### src/ps2_host_bit_engine_macros.svh
// Assertion helpers for the PS/2 host bit engine.
// Both sample on clk and are disabled while rst is high.
`ifndef PS2_HOST_BIT_ENGINE_MACROS_SVH
`define PS2_HOST_BIT_ENGINE_MACROS_SVH

// Same-cycle implication.
`define PS2_ASSERT_NOW(label, cond, prop) \
  label: assert property (@(posedge clk) disable iff (rst) (cond) |-> (prop)) \
    else $error("ps2 host bit engine check failed");

// Next-cycle implication.
`define PS2_ASSERT_NEXT(label, cond, prop) \
  label: assert property (@(posedge clk) disable iff (rst) (cond) |=> (prop)) \
    else $error("ps2 host bit engine check failed");

`endif

### src/ps2hbe_pkg.sv
package ps2hbe_pkg;

  typedef enum logic [2:0] {
    PH_LISTEN     = 3'd0,
    PH_RECEIVE    = 3'd1,
    PH_SEND_START = 3'd2,
    PH_SEND       = 3'd3,
    PH_ACK        = 3'd4
  } phase_t;

  typedef enum logic [1:0] {
    MODE_EDGE = 2'd0,
    MODE_SEND = 2'd1,
    MODE_TICK = 2'd2
  } mode_t;

  localparam logic REG_ACK_BYTE      = 1'b0;
  localparam logic REG_TIMEOUT_TICKS = 1'b1;

  localparam logic [7:0]  ACK_BYTE_RESET = 8'd250;
  localparam logic [15:0] TIMEOUT_RESET  = 16'd20000;

  localparam logic [3:0] FRAME_CLOCKS = 4'd11;  // rising edge that ends a rx frame
  localparam logic [3:0] LAST_DATA    = 4'd9;   // first index past the data bits
  localparam logic [3:0] PARITY_SLOT  = 4'd9;
  localparam logic [3:0] STOP_SLOT    = 4'd10;
  localparam logic [3:0] ACK_SEEN     = 4'd12;  // marks that the device pulled data low

endpackage

### src/ps2_host_bit_engine.sv
// PS/2 host bit engine: one event word in, one status word out.
// Latency: a result word is valid in the cycle after its event word is accepted.
// Throughput: one event word per cycle; the single output register is refilled
//   in the same cycle it is drained, so only a stalled m_tready holds s_tready low.
// Reset (rst, synchronous, active high): listen phase, data line released,
//   ack byte = 250, timeout_ticks = 20000, output register empty.
`include "ps2_host_bit_engine_macros.svh"

module ps2_host_bit_engine (
  input  logic        clk,
  input  logic        rst,
  // configuration write port
  input  logic        cfg_wr_en,
  input  logic        cfg_index,
  input  logic [15:0] cfg_data,
  // event stream
  input  logic        s_tvalid,
  output logic        s_tready,
  input  logic [15:0] s_tdata,   // [0] edge_rising, [1] data_level, [9:2] send_byte
  input  logic [1:0]  s_tuser,   // [1:0] mode
  // result stream
  output logic        m_tvalid,
  input  logic        m_tready,
  output logic [23:0] m_tdata    // [0] data_pull_low, [1] byte_valid, [9:2] received_byte,
                                 // [10] parity_error, [11] is_ack, [12] send_done,
                                 // [13] timed_out, [16:14] phase_now
);
  import ps2hbe_pkg::*;

  // configuration registers
  logic [7:0]  ack_byte;
  logic [15:0] timeout_ticks;

  // engine state
  phase_t      phase, phase_next;
  logic [3:0]  bit_index, bit_index_next;
  logic        expect_rising, expect_rising_next;
  logic [7:0]  rx_shift, rx_shift_next;
  logic        rx_ones_odd, rx_ones_odd_next;
  logic        rx_parity_bit, rx_parity_bit_next;
  logic [7:0]  tx_shift, tx_shift_next;
  logic        tx_ones_odd, tx_ones_odd_next;
  logic        drive_low, drive_low_next;
  logic [15:0] idle_ticks, idle_ticks_next;

  // decoded event fields
  logic        in_acc;
  logic [1:0]  mode;
  logic        edge_rising;
  logic        data_level;
  logic [7:0]  send_byte;

  // per-event flags
  logic        edge_taken;   // edge direction matches what we wait for
  logic        rx_done;      // eleventh rising edge of a receive frame
  logic        tx_acked;     // rising edge after the device ack
  logic        tick_expire;  // tick reaches the timeout
  logic [16:0] ticks_plus;
  logic [3:0]  bit_inc;

  // result fields
  logic        byte_valid;
  logic [7:0]  received_byte;
  logic        parity_error;
  logic        is_ack;
  logic        send_done;
  logic        timed_out;

  assign mode        = s_tuser;
  assign edge_rising = s_tdata[0];
  assign data_level  = s_tdata[1];
  assign send_byte   = s_tdata[9:2];

  // Output register is free when empty or being drained this cycle.
  assign s_tready = !m_tvalid || m_tready;
  assign in_acc   = s_tvalid && s_tready;

  assign edge_taken = (mode == MODE_EDGE) && (edge_rising == expect_rising);
  assign bit_inc    = bit_index + 4'd1;
  assign ticks_plus = {1'b0, idle_ticks} + 17'd1;
  // A timeout of zero fires on the first tick, which the wide compare gives for free.
  assign tick_expire = (mode == MODE_TICK) && (phase != PH_LISTEN) &&
                       (ticks_plus >= {1'b0, timeout_ticks});

  // Configuration writes; a word accepted in the same cycle still sees the old value.
  always_ff @(posedge clk) begin
    if (rst) begin
      ack_byte      <= ACK_BYTE_RESET;
      timeout_ticks <= TIMEOUT_RESET;
    end else if (cfg_wr_en) begin
      unique case (cfg_index)
        REG_ACK_BYTE:      ack_byte      <= cfg_data[7:0];
        REG_TIMEOUT_TICKS: timeout_ticks <= cfg_data;
        default: ;
      endcase
    end
  end

  // Next-state logic for the whole engine.
  always_comb begin
    phase_next         = phase;
    bit_index_next     = bit_index;
    expect_rising_next = expect_rising;
    rx_shift_next      = rx_shift;
    rx_ones_odd_next   = rx_ones_odd;
    rx_parity_bit_next = rx_parity_bit;
    tx_shift_next      = tx_shift;
    tx_ones_odd_next   = tx_ones_odd;
    drive_low_next     = drive_low;
    idle_ticks_next    = idle_ticks;

    unique case (mode)
      MODE_EDGE: begin
        // An edge of the wrong direction is ignored entirely.
        if (edge_taken) begin
          idle_ticks_next = '0;
          unique case (phase)
            PH_LISTEN: begin
              // falling edge of the start bit
              bit_index_next     = '0;
              rx_ones_odd_next   = 1'b0;
              expect_rising_next = 1'b1;
              phase_next         = PH_RECEIVE;
            end
            PH_RECEIVE: begin
              if (edge_rising) begin
                bit_index_next     = bit_inc;
                if (bit_inc >= FRAME_CLOCKS) phase_next = PH_LISTEN;
                expect_rising_next = 1'b0;
              end else begin
                // sample on the falling edge: data LSB first, then parity
                if ((bit_index != 4'd0) && (bit_index < LAST_DATA)) begin
                  rx_shift_next    = {data_level, rx_shift[7:1]};
                  rx_ones_odd_next = rx_ones_odd ^ data_level;
                end else if (bit_index == PARITY_SLOT) begin
                  rx_parity_bit_next = data_level;
                end
                expect_rising_next = 1'b1;
              end
            end
            PH_SEND_START: begin
              // device clocked in our start bit
              bit_index_next   = '0;
              tx_ones_odd_next = 1'b0;
              phase_next       = PH_SEND;
            end
            PH_SEND: begin
              bit_index_next = bit_inc;
              if (bit_inc < LAST_DATA) begin
                drive_low_next   = !tx_shift[0];
                tx_ones_odd_next = tx_ones_odd ^ tx_shift[0];
                tx_shift_next    = {1'b0, tx_shift[7:1]};
              end else if (bit_inc == PARITY_SLOT) begin
                // odd parity: pull low when the data already had an odd count
                drive_low_next = tx_ones_odd;
                bit_index_next = STOP_SLOT;
              end else begin
                drive_low_next = 1'b0;  // release for the stop bit
                phase_next     = PH_ACK;
              end
            end
            PH_ACK: begin
              if (edge_rising) begin
                expect_rising_next = 1'b0;
                if (bit_index >= ACK_SEEN) phase_next = PH_LISTEN;
              end else begin
                if (!data_level) bit_index_next = ACK_SEEN;
                expect_rising_next = 1'b1;
              end
            end
            default: begin
              phase_next         = PH_LISTEN;
              expect_rising_next = 1'b0;
              drive_low_next     = 1'b0;
              idle_ticks_next    = '0;
            end
          endcase
        end
      end
      MODE_SEND: begin
        // a send request aborts whatever is in progress
        tx_shift_next      = send_byte;
        bit_index_next     = '0;
        expect_rising_next = 1'b0;
        drive_low_next     = 1'b1;
        idle_ticks_next    = '0;
        phase_next         = PH_SEND_START;
      end
      MODE_TICK: begin
        if (phase == PH_LISTEN) begin
          idle_ticks_next = '0;
        end else if (tick_expire) begin
          phase_next         = PH_LISTEN;
          expect_rising_next = 1'b0;
          drive_low_next     = 1'b0;
          idle_ticks_next    = '0;
        end else begin
          idle_ticks_next = ticks_plus[15:0];
        end
      end
      default: ;  // unused mode changes nothing
    endcase
  end

  // Result fields for the accepted event.
  always_comb begin
    rx_done  = edge_taken && (phase == PH_RECEIVE) && edge_rising &&
               (bit_inc >= FRAME_CLOCKS);
    tx_acked = edge_taken && (phase == PH_ACK) && edge_rising && (bit_index >= ACK_SEEN);

    byte_valid    = rx_done;
    received_byte = rx_done ? rx_shift : 8'd0;
    // odd parity over data plus parity bit must come out odd
    parity_error  = rx_done && !(rx_ones_odd ^ rx_parity_bit);
    is_ack        = rx_done && (rx_shift == ack_byte);
    send_done     = tx_acked;
    timed_out     = tick_expire;
  end

  always_ff @(posedge clk) begin
    if (rst) begin
      phase         <= PH_LISTEN;
      bit_index     <= '0;
      expect_rising <= 1'b0;
      rx_shift      <= '0;
      rx_ones_odd   <= 1'b0;
      rx_parity_bit <= 1'b0;
      tx_shift      <= '0;
      tx_ones_odd   <= 1'b0;
      drive_low     <= 1'b0;
      idle_ticks    <= '0;
    end else if (in_acc) begin
      phase         <= phase_next;
      bit_index     <= bit_index_next;
      expect_rising <= expect_rising_next;
      rx_shift      <= rx_shift_next;
      rx_ones_odd   <= rx_ones_odd_next;
      rx_parity_bit <= rx_parity_bit_next;
      tx_shift      <= tx_shift_next;
      tx_ones_odd   <= tx_ones_odd_next;
      drive_low     <= drive_low_next;
      idle_ticks    <= idle_ticks_next;
    end
  end

  // Result register: holds one word until the sink takes it.
  always_ff @(posedge clk) begin
    if (rst) begin
      m_tvalid <= 1'b0;
    end else if (in_acc) begin
      m_tvalid <= 1'b1;
    end else if (m_tready) begin
      m_tvalid <= 1'b0;
    end
  end

  always_ff @(posedge clk) begin
    if (in_acc) begin
      m_tdata <= {7'd0, phase_next, timed_out, send_done, is_ack, parity_error,
                  received_byte, byte_valid, drive_low_next};
    end
  end

  // A completed frame lands in listen with its result pending.
  `PS2_ASSERT_NEXT(a_rx_done_listen, in_acc && rx_done,
                   phase == PH_LISTEN && m_tvalid && m_tdata[1])
  // A send request starts the frame with the start bit driven.
  `PS2_ASSERT_NEXT(a_send_start, in_acc && mode == MODE_SEND,
                   phase == PH_SEND_START && drive_low && idle_ticks == 16'd0)
  // Timeout releases the line and returns to listen.
  `PS2_ASSERT_NEXT(a_timeout_release, in_acc && tick_expire,
                   phase == PH_LISTEN && !drive_low && idle_ticks == 16'd0 && m_tdata[13])
  // The engine never pulls data low while listening.
  `PS2_ASSERT_NOW(a_listen_released, phase == PH_LISTEN, !drive_low)

endmodule
### config.mk
export PLATFORM = sky130hd
export DESIGN_NAME = ps2_host_bit_engine
export DESIGN_NICKNAME = d
export VERILOG_FILES = /design/src/ps2hbe_pkg.sv /design/src/ps2_host_bit_engine.sv
export VERILOG_INCLUDE_DIRS = /design/src /design/src/src
export SDC_FILE = /design/constraint.sdc
export NUM_CORES = 1
export LEC_CHECK = 0
export BUFFER_PORTS_ARGS = -buffer_cell sky130_fd_sc_hd__buf_2
export CORE_MARGIN = 1
export CORE_UTILIZATION = 53
export CTS_CLUSTER_SIZE = 20
export DETAILED_ROUTE_END_ITERATION = 12
export GPL_TIMING_DRIVEN = 0
export HOLD_SLACK_MARGIN = 0.08
export PLACE_DENSITY_LB_ADDON = 0.25
export SYNTH_ARGS = -nofsm -noshare
export SYNTH_HDL_FRONTEND = slang
export SYNTH_SLANG_ARGS = --single-unit
### constraint.sdc
create_clock -name clk -period 2.7 [get_ports clk]
set_input_delay 0.405 -clock clk [delete_from_list [all_inputs] [get_ports clk]]
set_output_delay 0.405 -clock clk [all_outputs]
set_load 0.02 [all_outputs]
==> impl_metrics.tcl, run 1 <==
set metrics [dict create \
    startpoint "idle_ticks[5]$_SDFFE_PP0P_" \
    p_per_area_nw_per_um2 436 \
    synthXorXnorAreaFrac_pct 4.21 \
    dp_slack_ns -0.507 \
    nNetsFinal 746 \
    nFillCells 728 \
    synth_top_area_share_pct 27.8 \
    rows 34 \
    drc 0 \
    crit_path_end_kind "flop" \
    cts_buffer_depth 2 \
    tightestPinTransition_ns 0.844 \
    start_util_pct 55.9 \
    synthArstFlopShare_pct 0 \
    gp_congestion 0.911 \
    cts_buffers 9 \
    grt_pass1_vias 4472 \
    cp.required_ns 2.80 \
    worstPathArrival_ns 3.05 \
    setup_tns_ns -4.08 \
    synth_flop_cell "dfxtp_1" \
    grt_pass1_wl_um 21100 \
    synth_area_leader_cell "dfxtp_1" \
    ys_seq_area_share_pct 38.1 \
    outcome "finished with violations" \
    maxCapViolCount 0 \
    maxSlewHeadroom_pct 43.3 \
    fmaxAchievable_mhz 339 \
    yosys-top-cells-count "nand2_1, dfxtp_1, a21oi_1" \
    dp.cells 760 \
    finalWorstSetupSlack_ns -0.247 \
    grt_remaining_overflow 0 \
    ys_types 60 \
    yosys.area_share.adder_pct 6.75 \
    syn_area_per_cell_um2 8.35 \
    synthMuxAreaShare_pct 5.01 \
    yosys.area_share.simple_pct 24.7 \
    synth_compound_area_share_pct 14.2 \
    vias 4720 \
    ys_top_cells_by_area "dfxtp_1, edfxtp_1, nand2_1" \
    whs_ns 0.271 \
    wire_per_inst_um 16.9 \
    drt-initial-drc-count 377 \
    netlist_instances 595 \
    die_x_um 98.8 \
    hp-start "cfg_data[9]" \
    final_cells 793 \
    drive_above_1_share_pct 25.5 \
    setup_viol 26 \
    hold_viol 0 \
    grt_use_total_pct 27.0 \
    dpl.hpwl_um 8890 \
    multiInputGateArea_um2 3050 \
    grt_max_degree 20 \
    skew_ns 0.0185 \
    path_class "reg2reg" \
    antenna_found_initial 0 \
    htree_levels 3 \
    reg2reg_slack_ns -0.25 \
    port_buffers 51 \
    drt_first_pass_iters 8 \
    yosysWarnings 0 \
    synthToLayoutAreaGrowth_pct 22.7 \
    violations "setup timing" \
    rsz0062_at_grt "yes" \
    ys_seq_elements 86 \
    cts_sinks 86 \
    die_area_um2 9770 \
    routed_wl_um 13400 \
    drv_slew 0 \
    n_antenna_cell 0 \
    seq_area_um2 1910 \
    ant_nets 0 \
    fin_crit_sh_pct 109 \
    synth_edf_count 17 \
    finalCriticalPeriod_ns 2.95 \
    core_um2 8890 \
    clk_pin_slew_ns 0.09 \
    hold_path.class "in2reg" \
    startpoint_type "flop" \
    fp.dieH_um 98.8 \
    yosysMostFrequentCell "nand2_1" \
    clk_root_buffer_cell "clkbuf_8" \
    ir_drop_uv 381 \
    vias_per_cell 5.95 \
    netlist_area_um2 4970 \
    synth_top_family_by_area "simple AND/OR/NAND/NOR gates" \
    critPathMaxFanout 7 \
    power.leakage_uw 0.00246 \
    crit-reg2reg-launch "idle_ticks[5]$_SDFFE_PP0P_" \
    clk-insertion-delay-late_ns 0.37 \
    io_pins 66 \
    cts_tree "built" \
    power_uw 2660 \
]
critical path, cell delays in order (launching register included):
cell and delay (ns):
dfxtp_2 0.33, buf_6 0.10, and4_1 0.19, buf_6 0.12, nand4_1 0.27, or3_4 0.48, nand2_2 0.09, ha_4 0.12
a21o_1 0.17, a21oi_4 0.08, buf_4 0.13, and3_4 0.21, a311oi_4 0.26, o22ai_1 0.13
flip-flops by register name, summed over array words and instances, names as in the netlist, 3 cells and up:
signal         count
tx_shift           8
ack_byte           8
m_tdata           17
rx_shift           8
idle_ticks        16
timeout_ticks     16
bit_index          4
phase              3
per-stage QoR:
step	area (µm²)	util, %
after floorplan	5020	-
after global placement	5410	60.9
after detailed placement	5410	60.9
after CTS	5950	66.9
after global routing	6100	68.6
final	6100	68.6
metal layers:
metal | share of wire [%] | global-route usage (%)
met1 | 43 | 34.0
met2 | 48 | 46.2
met3 | 6.2 | 4.04
met4 | 2.9 | 11.7
met5 | 0 | 0
cells in the final DEF, fill, tap and decap left out, drive strengths merged, types with 4 or more instances in the layout:
master / instances
a21oi: 45
a31oi: 10
and2: 19
and3: 7
and4: 4
buf: 98
clkbuf: 25
conb: 7
dfxtp: 69
edfxtp: 17
ha: 26
inv: 35
mux2: 7
mux2i: 17
nand2: 89
nand2b: 7
nand3: 36
nand4: 15
nor2: 30
nor2b: 6
nor3: 6
nor4: 10
o211ai: 10
o21ai: 13
o311ai: 4
or2: 4
or3: 6
xnor2: 11
xor2: 12
final cells by class:
type                       count  area share [%]
buffer                        41            4.04
clock buffer                  10            2.09
clock inverter                 6            1.15
inverter                      34            2.09
multi-input combinational    436            50.0
sequential                    86            31.3
tap                          108            2.22
timing repair buffer          72            7.12
what timing repair did:
action                     in CTS  in global routing
pin swaps                      20                 14
resized for setup              55                 26
hold buffers                    0                  0
gates cloned                    1                  0
setup buffers                  15                  5
setup endpoints to repair      26                 26
path summary, 6_finish.rpt:
| check | end | cells after the start |
|---|---|---|
| setup / recovery | m_tdata[15]$_DFFE_PP_ | 13 |
| hold / removal | timeout_ticks[9]$_SDFFE_PP1P_ | 3 |
| setup reg to reg | m_tdata[15]$_DFFE_PP_ | 13 |
| hold reg to reg | timeout_ticks[7]$_SDFFE_PP0P_ | 2 |
power breakdown:
| group | internal (µW) | switching, µW |
|---|---|---|
| clock | 436 | 509 |
| sequential | 1340 | 18.9 |
| combinational | 128 | 226 |
| total | 1910 | 754 |
kinds of logic after synthesis:
family,count (synthesis)
AOI/OAI and AO/OA,109
other,1
DFF,86
buffers and inverters,79
xor gates and xnor gates,23
and+or+nand+nor,246
adders and majority gates,27
muxes,24
Note: power is estimated with default switching activity, not from simulation.
==> run 2, diff against run 1 <==
- CELL_PAD_IN_SITES_DETAIL_PLACEMENT: unset -> 0
- CELL_PAD_IN_SITES_GLOBAL_PLACEMENT: unset -> 1
- CORE_UTILIZATION: 53 -> 39
- GPL_ROUTABILITY_DRIVEN: unset -> 1
==> impl_metrics.tcl, run 2 (synthesis gave the netlist of run 1 again) <==
set metrics [dict create \
    path_class "reg2reg" \
    cts_buffer_depth 2 \
    fin_crit_sh_pct 108 \
    grt_use_total_pct 21.9 \
    ctsHoldBuffers 0 \
    r2r-end "m_tdata[13]$_DFFE_PP_" \
    grt_max_degree 20 \
    critPathCapture "m_tdata[13]$_DFFE_PP_" \
    largest_register_ffs 17 \
    rsz0062_at_grt "yes" \
    placed_area_um2 5490 \
    tightestPinTransition_ns 0.841 \
    hold_viol 0 \
    ant_nets 0 \
    antenna_found_initial 0 \
    critPathMaxStageDelay_ns 0.37 \
    fmaxAchievable_mhz 342 \
    stdcell_area_um2 6350 \
    critical_path_cell_count 12 \
    drt_first_pass_iters 5 \
    htree_levels 3 \
    maxSlewHeadroom_pct 43.9 \
    clk-insertion-delay-late_ns 0.36 \
    reg2reg_slack_ns -0.23 \
    top_regs "m_tdata: 17 flops, idle_ticks: 16 flops, timeout_ticks: 16 flops" \
    crit-reg2reg-launch "idle_ticks[0]$_SDFFE_PP0P_" \
    core_um2 12200 \
    dp.cells 820 \
    grt_remaining_overflow 0 \
    cts_tree "built" \
    clk_pin_slew_ns 0.07 \
    finalWorstSetupSlack_ns -0.227 \
    rows 40 \
    critPathMaxFanout 5 \
    power_uw 3040 \
    maxCapViolCount 0 \
    violations "setup timing" \
    n_antenna_cell 0 \
    p_per_area_nw_per_um2 478 \
    io_pins 66 \
    layout_commonest_cell "nand2_1" \
    drc 0 \
    startpoint "idle_ticks[0]$_SDFFE_PP0P_" \
    regMostFlops "m_tdata" \
    fin_util_pct 52.0 \
    cts_sinks 86 \
    vias 4567 \
    worstPathArrival_ns 3.04 \
    drv_slew 0 \
    skew_ns 0.00760 \
    wire_per_inst_um 15.9 \
    hold_depth 3 \
    die_x_um 115 \
    cp_slowest_cell "or3_4" \
    start_util_pct 40.7 \
    layout_common_cells "nand2_1, dfxtp_1, buf_2, a21oi_1, inv_1" \
    finalCriticalPeriod_ns 2.93 \
    startpoint_type "flop" \
    ir_drop_uv 247 \
    grt_pass1_wl_um 21900 \
    final_cells 857 \
    gp_congestion 0.858 \
    critical-path-top-delay-family "simple AND/OR/NAND/NOR gates" \
    r2r_cells 12 \
    outcome "finished with violations" \
    whs_ns 0.277 \
    vias_per_cell 5.33 \
    hold_path.class "in2reg" \
    drive_above_1_share_pct 26.6 \
    die_area_um2 13200 \
    nNetsFinal 750 \
    crit_path_frequent_cell "nand4_1" \
    dpl.hpwl_um 9550 \
    drt-initial-drc-count 245 \
    nFillCells 1178 \
    setup_viol 26 \
    clk_root_buffer_cell "clkbuf_16" \
    fp.dieH_um 115 \
    grt_pass1_vias 4216 \
    power.leakage_uw 0.00260 \
    cp.required_ns 2.81 \
    crit_path_end_kind "flop" \
    synthToLayoutAreaGrowth_pct 27.9 \
    path_buf_inv 1 \
    routed_wl_um 13700 \
    path_cells "ha_4, and4_4, nand4_1, xnor2_2, ha_1, nand4_1, a2111oi_2, or3_4, a21oi_4, buf_6, nand2_1, and3_1" \
    cts_buffers 9 \
    port_buffers 51 \
]
[run 2: cell count changes in the layout (fill, tap and decap cells not counted), moves of 4 or more]
cell	change
clkbuf_16	+11
a21oi_1	-5
nand2_2	-4
clkbuf_8	-7
buf_4	+4
a21oi_2	+6
[run 2: layout make-up]
cell class | count | area (µm²) | area share (%)
multi-input cells | 436 | 3080 | 48.5
flip-flops and latches | 86 | 1900 | 30.0
repair buffers | 75 | 463 | 7.29
clock buffers | 14 | 307 | 4.83
plain buffers | 42 | 250 | 3.94
well taps | 168 | 210 | 3.31
inverters | 34 | 128 | 2.01
clock inverters | 2 | 10.0 | 0.158
[run 2: metrics by stage]
stage / TNS, ns / setup WS [ns]
final: -3.49 / -0.227
after global routing: -6.09 / -0.313
after CTS: -2.56 / -0.178
after detailed placement: -10.14 / -0.547
after global placement: -9.18 / -0.471
after floorplan: -0.0521 / -0.0208
[run 2: power by group]
part | total [µW] | switching, µW | internal [µW] | leakage (µW)
Combinational | 358 | 227 | 130 | 0.00170
Sequential | 1370 | 20.4 | 1350 | 0.000734
Clock | 1310 | 530 | 784 | 0.000159
Total | 3040 | 778 | 2260 | 0.00260
[run 2: how the worst min path moves through the flow]
stage | start | endpoint | slack (ns)
global placement | timeout_ticks[12]$_SDFFE_PP0P_ | timeout_ticks[12]$_SDFFE_PP0P_ | 0.45
global route | cfg_data[14] | timeout_ticks[14]$_SDFFE_PP1P_ | 0.28
floorplan | timeout_ticks[12]$_SDFFE_PP0P_ | timeout_ticks[12]$_SDFFE_PP0P_ | 0.44
CTS | cfg_data[14] | timeout_ticks[14]$_SDFFE_PP1P_ | 0.27
detailed placement | timeout_ticks[8]$_SDFFE_PP0P_ | timeout_ticks[8]$_SDFFE_PP0P_ | 0.45
finish | cfg_data[14] | timeout_ticks[14]$_SDFFE_PP1P_ | 0.28
[run 2: per-layer routing]
layer / vias up / part of all wire, % / GRT usage, %
met5: - / 0 / 0
met2: 119 / 45 / 34.3
li1: 2269 / - / -
met4: 0 / 1.7 / 7.10
met1: 2161 / 48 / 29.8
met3: 18 / 5.1 / 4.85
[run 2: repair_timing]
action | in CTS | in global routing
pin swaps | 31 | 26
gates cloned | 1 | 0
gates resized for setup | 58 | 31
endpoints found under the setup margin | 26 | 26
buffers inserted | 18 | 6
[run 2: worst reg2reg max path, stage by stage (launching register included)]
cell and delay, ns:
dfxtp_4 0.36, ha_4 0.13, and4_4 0.24, nand4_1 0.14, xnor2_2 0.25, ha_1 0.31
nand4_1 0.17, a2111oi_2 0.06, or3_4 0.37, a21oi_4 0.26, buf_6 0.18, nand2_1 0.05
and3_1 0.16
==> run 3, diff against run 2 <==
- ABC_AREA: unset -> 1
- CORE_UTILIZATION: 39 -> 38
- PLACE_DENSITY_LB_ADDON: 0.25 -> 0.1
- RECOVER_POWER: unset -> 50
==> impl_metrics.tcl, run 3 <==
set metrics [dict create \
    n_antenna_cell 0 \
    grt_pass1_vias 3947 \
    maxCapViolCount 0 \
    finalCriticalPeriod_ns 2.66 \
    antenna_found_initial 0 \
    critPathMaxStageDelay_ns 0.37 \
    synth_top_area_share_pct 29.3 \
    die_area_um2 12900 \
    synth_flop_cell "dfxtp_1" \
    layout_common_cells "nand2_1, inv_1, dfxtp_1, nor2_1, a21oi_1" \
    yosys-top-cells-count "nand2_1, inv_1, dfxtp_1" \
    p_per_area_nw_per_um2 519 \
    port_buffers 51 \
    fp.dieH_um 113 \
    yosysWarnings 0 \
    synth_edf_count 17 \
    final_cells 882 \
    outcome "finished clean" \
    grt_use_total_pct 19.0 \
    gp_congestion 0.855 \
    grt_remaining_overflow 0 \
    core_um2 12100 \
    wire_per_inst_um 13.5 \
    ant_nets 0 \
    maxSlewHeadroom_pct 57.8 \
    cts_tree "built" \
    startpoint_type "flop" \
    whs_ns 0.270 \
    top_regs "m_tdata: 17 flops, idle_ticks: 16 flops, timeout_ticks: 16 flops" \
    setup_tns_ns 0 \
    cts_buffers 9 \
    netlist_area_um2 4720 \
    fin_util_pct 48.2 \
    vias 4151 \
    cp.required_ns 2.80 \
    htree_levels 3 \
    path_class "reg2reg" \
    drc 0 \
    io_pins 66 \
    drv_slew 0 \
    netlist_instances 621 \
    clk_pin_slew_ns 0.07 \
    cts_buffer_depth 2 \
    nNetsFinal 775 \
    met3WireLength_um 369 \
    yosysMostFrequentCell "nand2_1" \
    ir_drop_uv 437 \
    rsz0062_at_grt "yes" \
    drive_above_1_share_pct 21.0 \
    rows 40 \
    fmaxAchievable_mhz 376 \
    synthArstFlopShare_pct 0 \
    cts_sinks 86 \
    drt-initial-drc-count 141 \
    critical-path-top-delay-family "simple AND/OR/NAND/NOR gates" \
    hold_viol 0 \
    largest_register_ffs 17 \
    skew_ns 0.00483 \
    grt_max_degree 25 \
    met2_length_um 6020 \
    die_x_um 113 \
    routed_wl_um 11900 \
    power.leakage_uw 0.00248 \
    routed.top_layer "met4" \
    path_cells "ha_4, nand3_4, nor2_4, nand3_2, nor2_2, nand2_2, nor2_4, xor2_2, ha_1, nand2_1, inv_2, nand3_2, o21ai_1, nor2_1, nand2_2, nand3_4, nand2_4, nand3_4, nand2_4, nand2_2" \
    synth_area_leader_cell "dfxtp_1" \
    ys_seq_elements 86 \
    drt-met1-wl_um 5350 \
    worstPathArrival_ns 2.76 \
    path_buf_inv 1 \
    clk-insertion-delay-late_ns 0.35 \
    power_uw 3020 \
    grt_pass1_wl_um 18800 \
    fin_crit_sh_pct 98.5 \
    layout_commonest_cell "nand2_1" \
    ys_top_cells_by_area "dfxtp_1, edfxtp_1, nand2_1" \
    drt_first_pass_iters 4 \
    syn_area_per_cell_um2 7.60 \
    crit_path_end_kind "flop" \
    tightestPinTransition_ns 0.633 \
    hold_path.class "in2reg" \
    ys_seq_area_share_pct 40.1 \
    regMostFlops "m_tdata" \
    setup_viol 0 \
    clk_root_buffer_cell "clkbuf_16" \
    synthToLayoutAreaGrowth_pct 23.2 \
    dp.cells 846 \
    start_util_pct 39.1 \
    critPathMaxFanout 3 \
    vias_per_cell 4.71 \
    cp_slowest_cell "dfxtp_4" \
    dpl.hpwl_um 8860 \
    ys_types 44 \
]
## run 3: changes by cell type after synthesis, moves of 9 or more
cell,before,now
a211oi_1,1,15
a21oi_1,45,54
a31oi_1,10,0
and2_1,19,0
buf_2,17,4
inv_1,33,92
mux2i_1,17,0
nand2_1,88,133
nand3_1,36,17
nand4_1,15,5
nor2_1,30,55
nor4_1,10,1
o21ai_0,12,33
## run 3: where the power goes
| part | internal (µW) | switching, µW | total (µW) |
|---|---|---|---|
| clock | 719 | 545 | 1260 |
| combinational | 120 | 249 | 369 |
| sequential | 1360 | 24.2 | 1390 |
| total | 2200 | 818 | 3020 |
## run 3: worst paths after layout
kind / from / end / slack (ns) / cells after the start
min reg2reg: timeout_ticks[2]$_SDFFE_PP0P_ / timeout_ticks[2]$_SDFFE_PP0P_ / 0.47 / 2
max reg2reg: idle_ticks[0]$_SDFFE_PP0P_ / m_tdata[14]$_DFFE_PP_ / 0.04 / 20
max: idle_ticks[0]$_SDFFE_PP0P_ / m_tdata[14]$_DFFE_PP_ / 0.04 / 20
min: cfg_data[10] / timeout_ticks[10]$_SDFFE_PP1P_ / 0.27 / 3
## run 3: kinds of logic (layout without fill, tap and decap cells)
family | count (synthesis) | count (layout) | synth area share [%]
compound gates | 120 | 120 | 14.5
xor+xnor | 24 | 24 | 4.77
fa+ha+maj | 26 | 26 | 6.89
buf+inv | 123 | 210 | 10.8
flops | 86 | 86 | 40.1
other cells | 1 | 7 | 0.0794
simple gates | 241 | 241 | 22.8
## run 3: through the flow
step / instance area, µm² / worst slack, ns
after floorplan: 4740 / 0.167
after global placement: 5210 / -0.290
after detailed placement: 5210 / -0.295
after CTS: 5670 / -0.103
after global routing: 5820 / -0.183
final: 5820 / 0.0402
## run 3: tightest hold or removal path, stage by stage
cell,delay [ns]
buf_2,0.08
nand2_1,0.04
o211ai_1,0.06
## run 3: layout make-up
type | count | area [µm²]
Timing Repair Buffer | 71 | 380
Multi-Input combinational cell | 418 | 2520
Timing Repair inverter | 1 | 8.76
Clock inverter | 7 | 72.6
Fill cell | 1209 | 6240
Tap cell | 168 | 210
Clock buffer | 9 | 225
Inverter | 98 | 373
Buffer | 24 | 129
Sequential cell | 86 | 1900
## run 3: what timing repair did
item | in CTS | in global routing
pin swaps | 15 | 16
gates resized for setup | 20 | 38
setup endpoints to repair | 25 | 26
hold buffers | 0 | 0
gates cloned | 0 | 1
setup buffers | 16 | 4
## run 3: layer usage
metal  up-vias  track usage, %
met5         -               0
met3        12            3.29
met4         0            7.63
met1      1899            22.4
li1       2166               -
met2        74            34.0
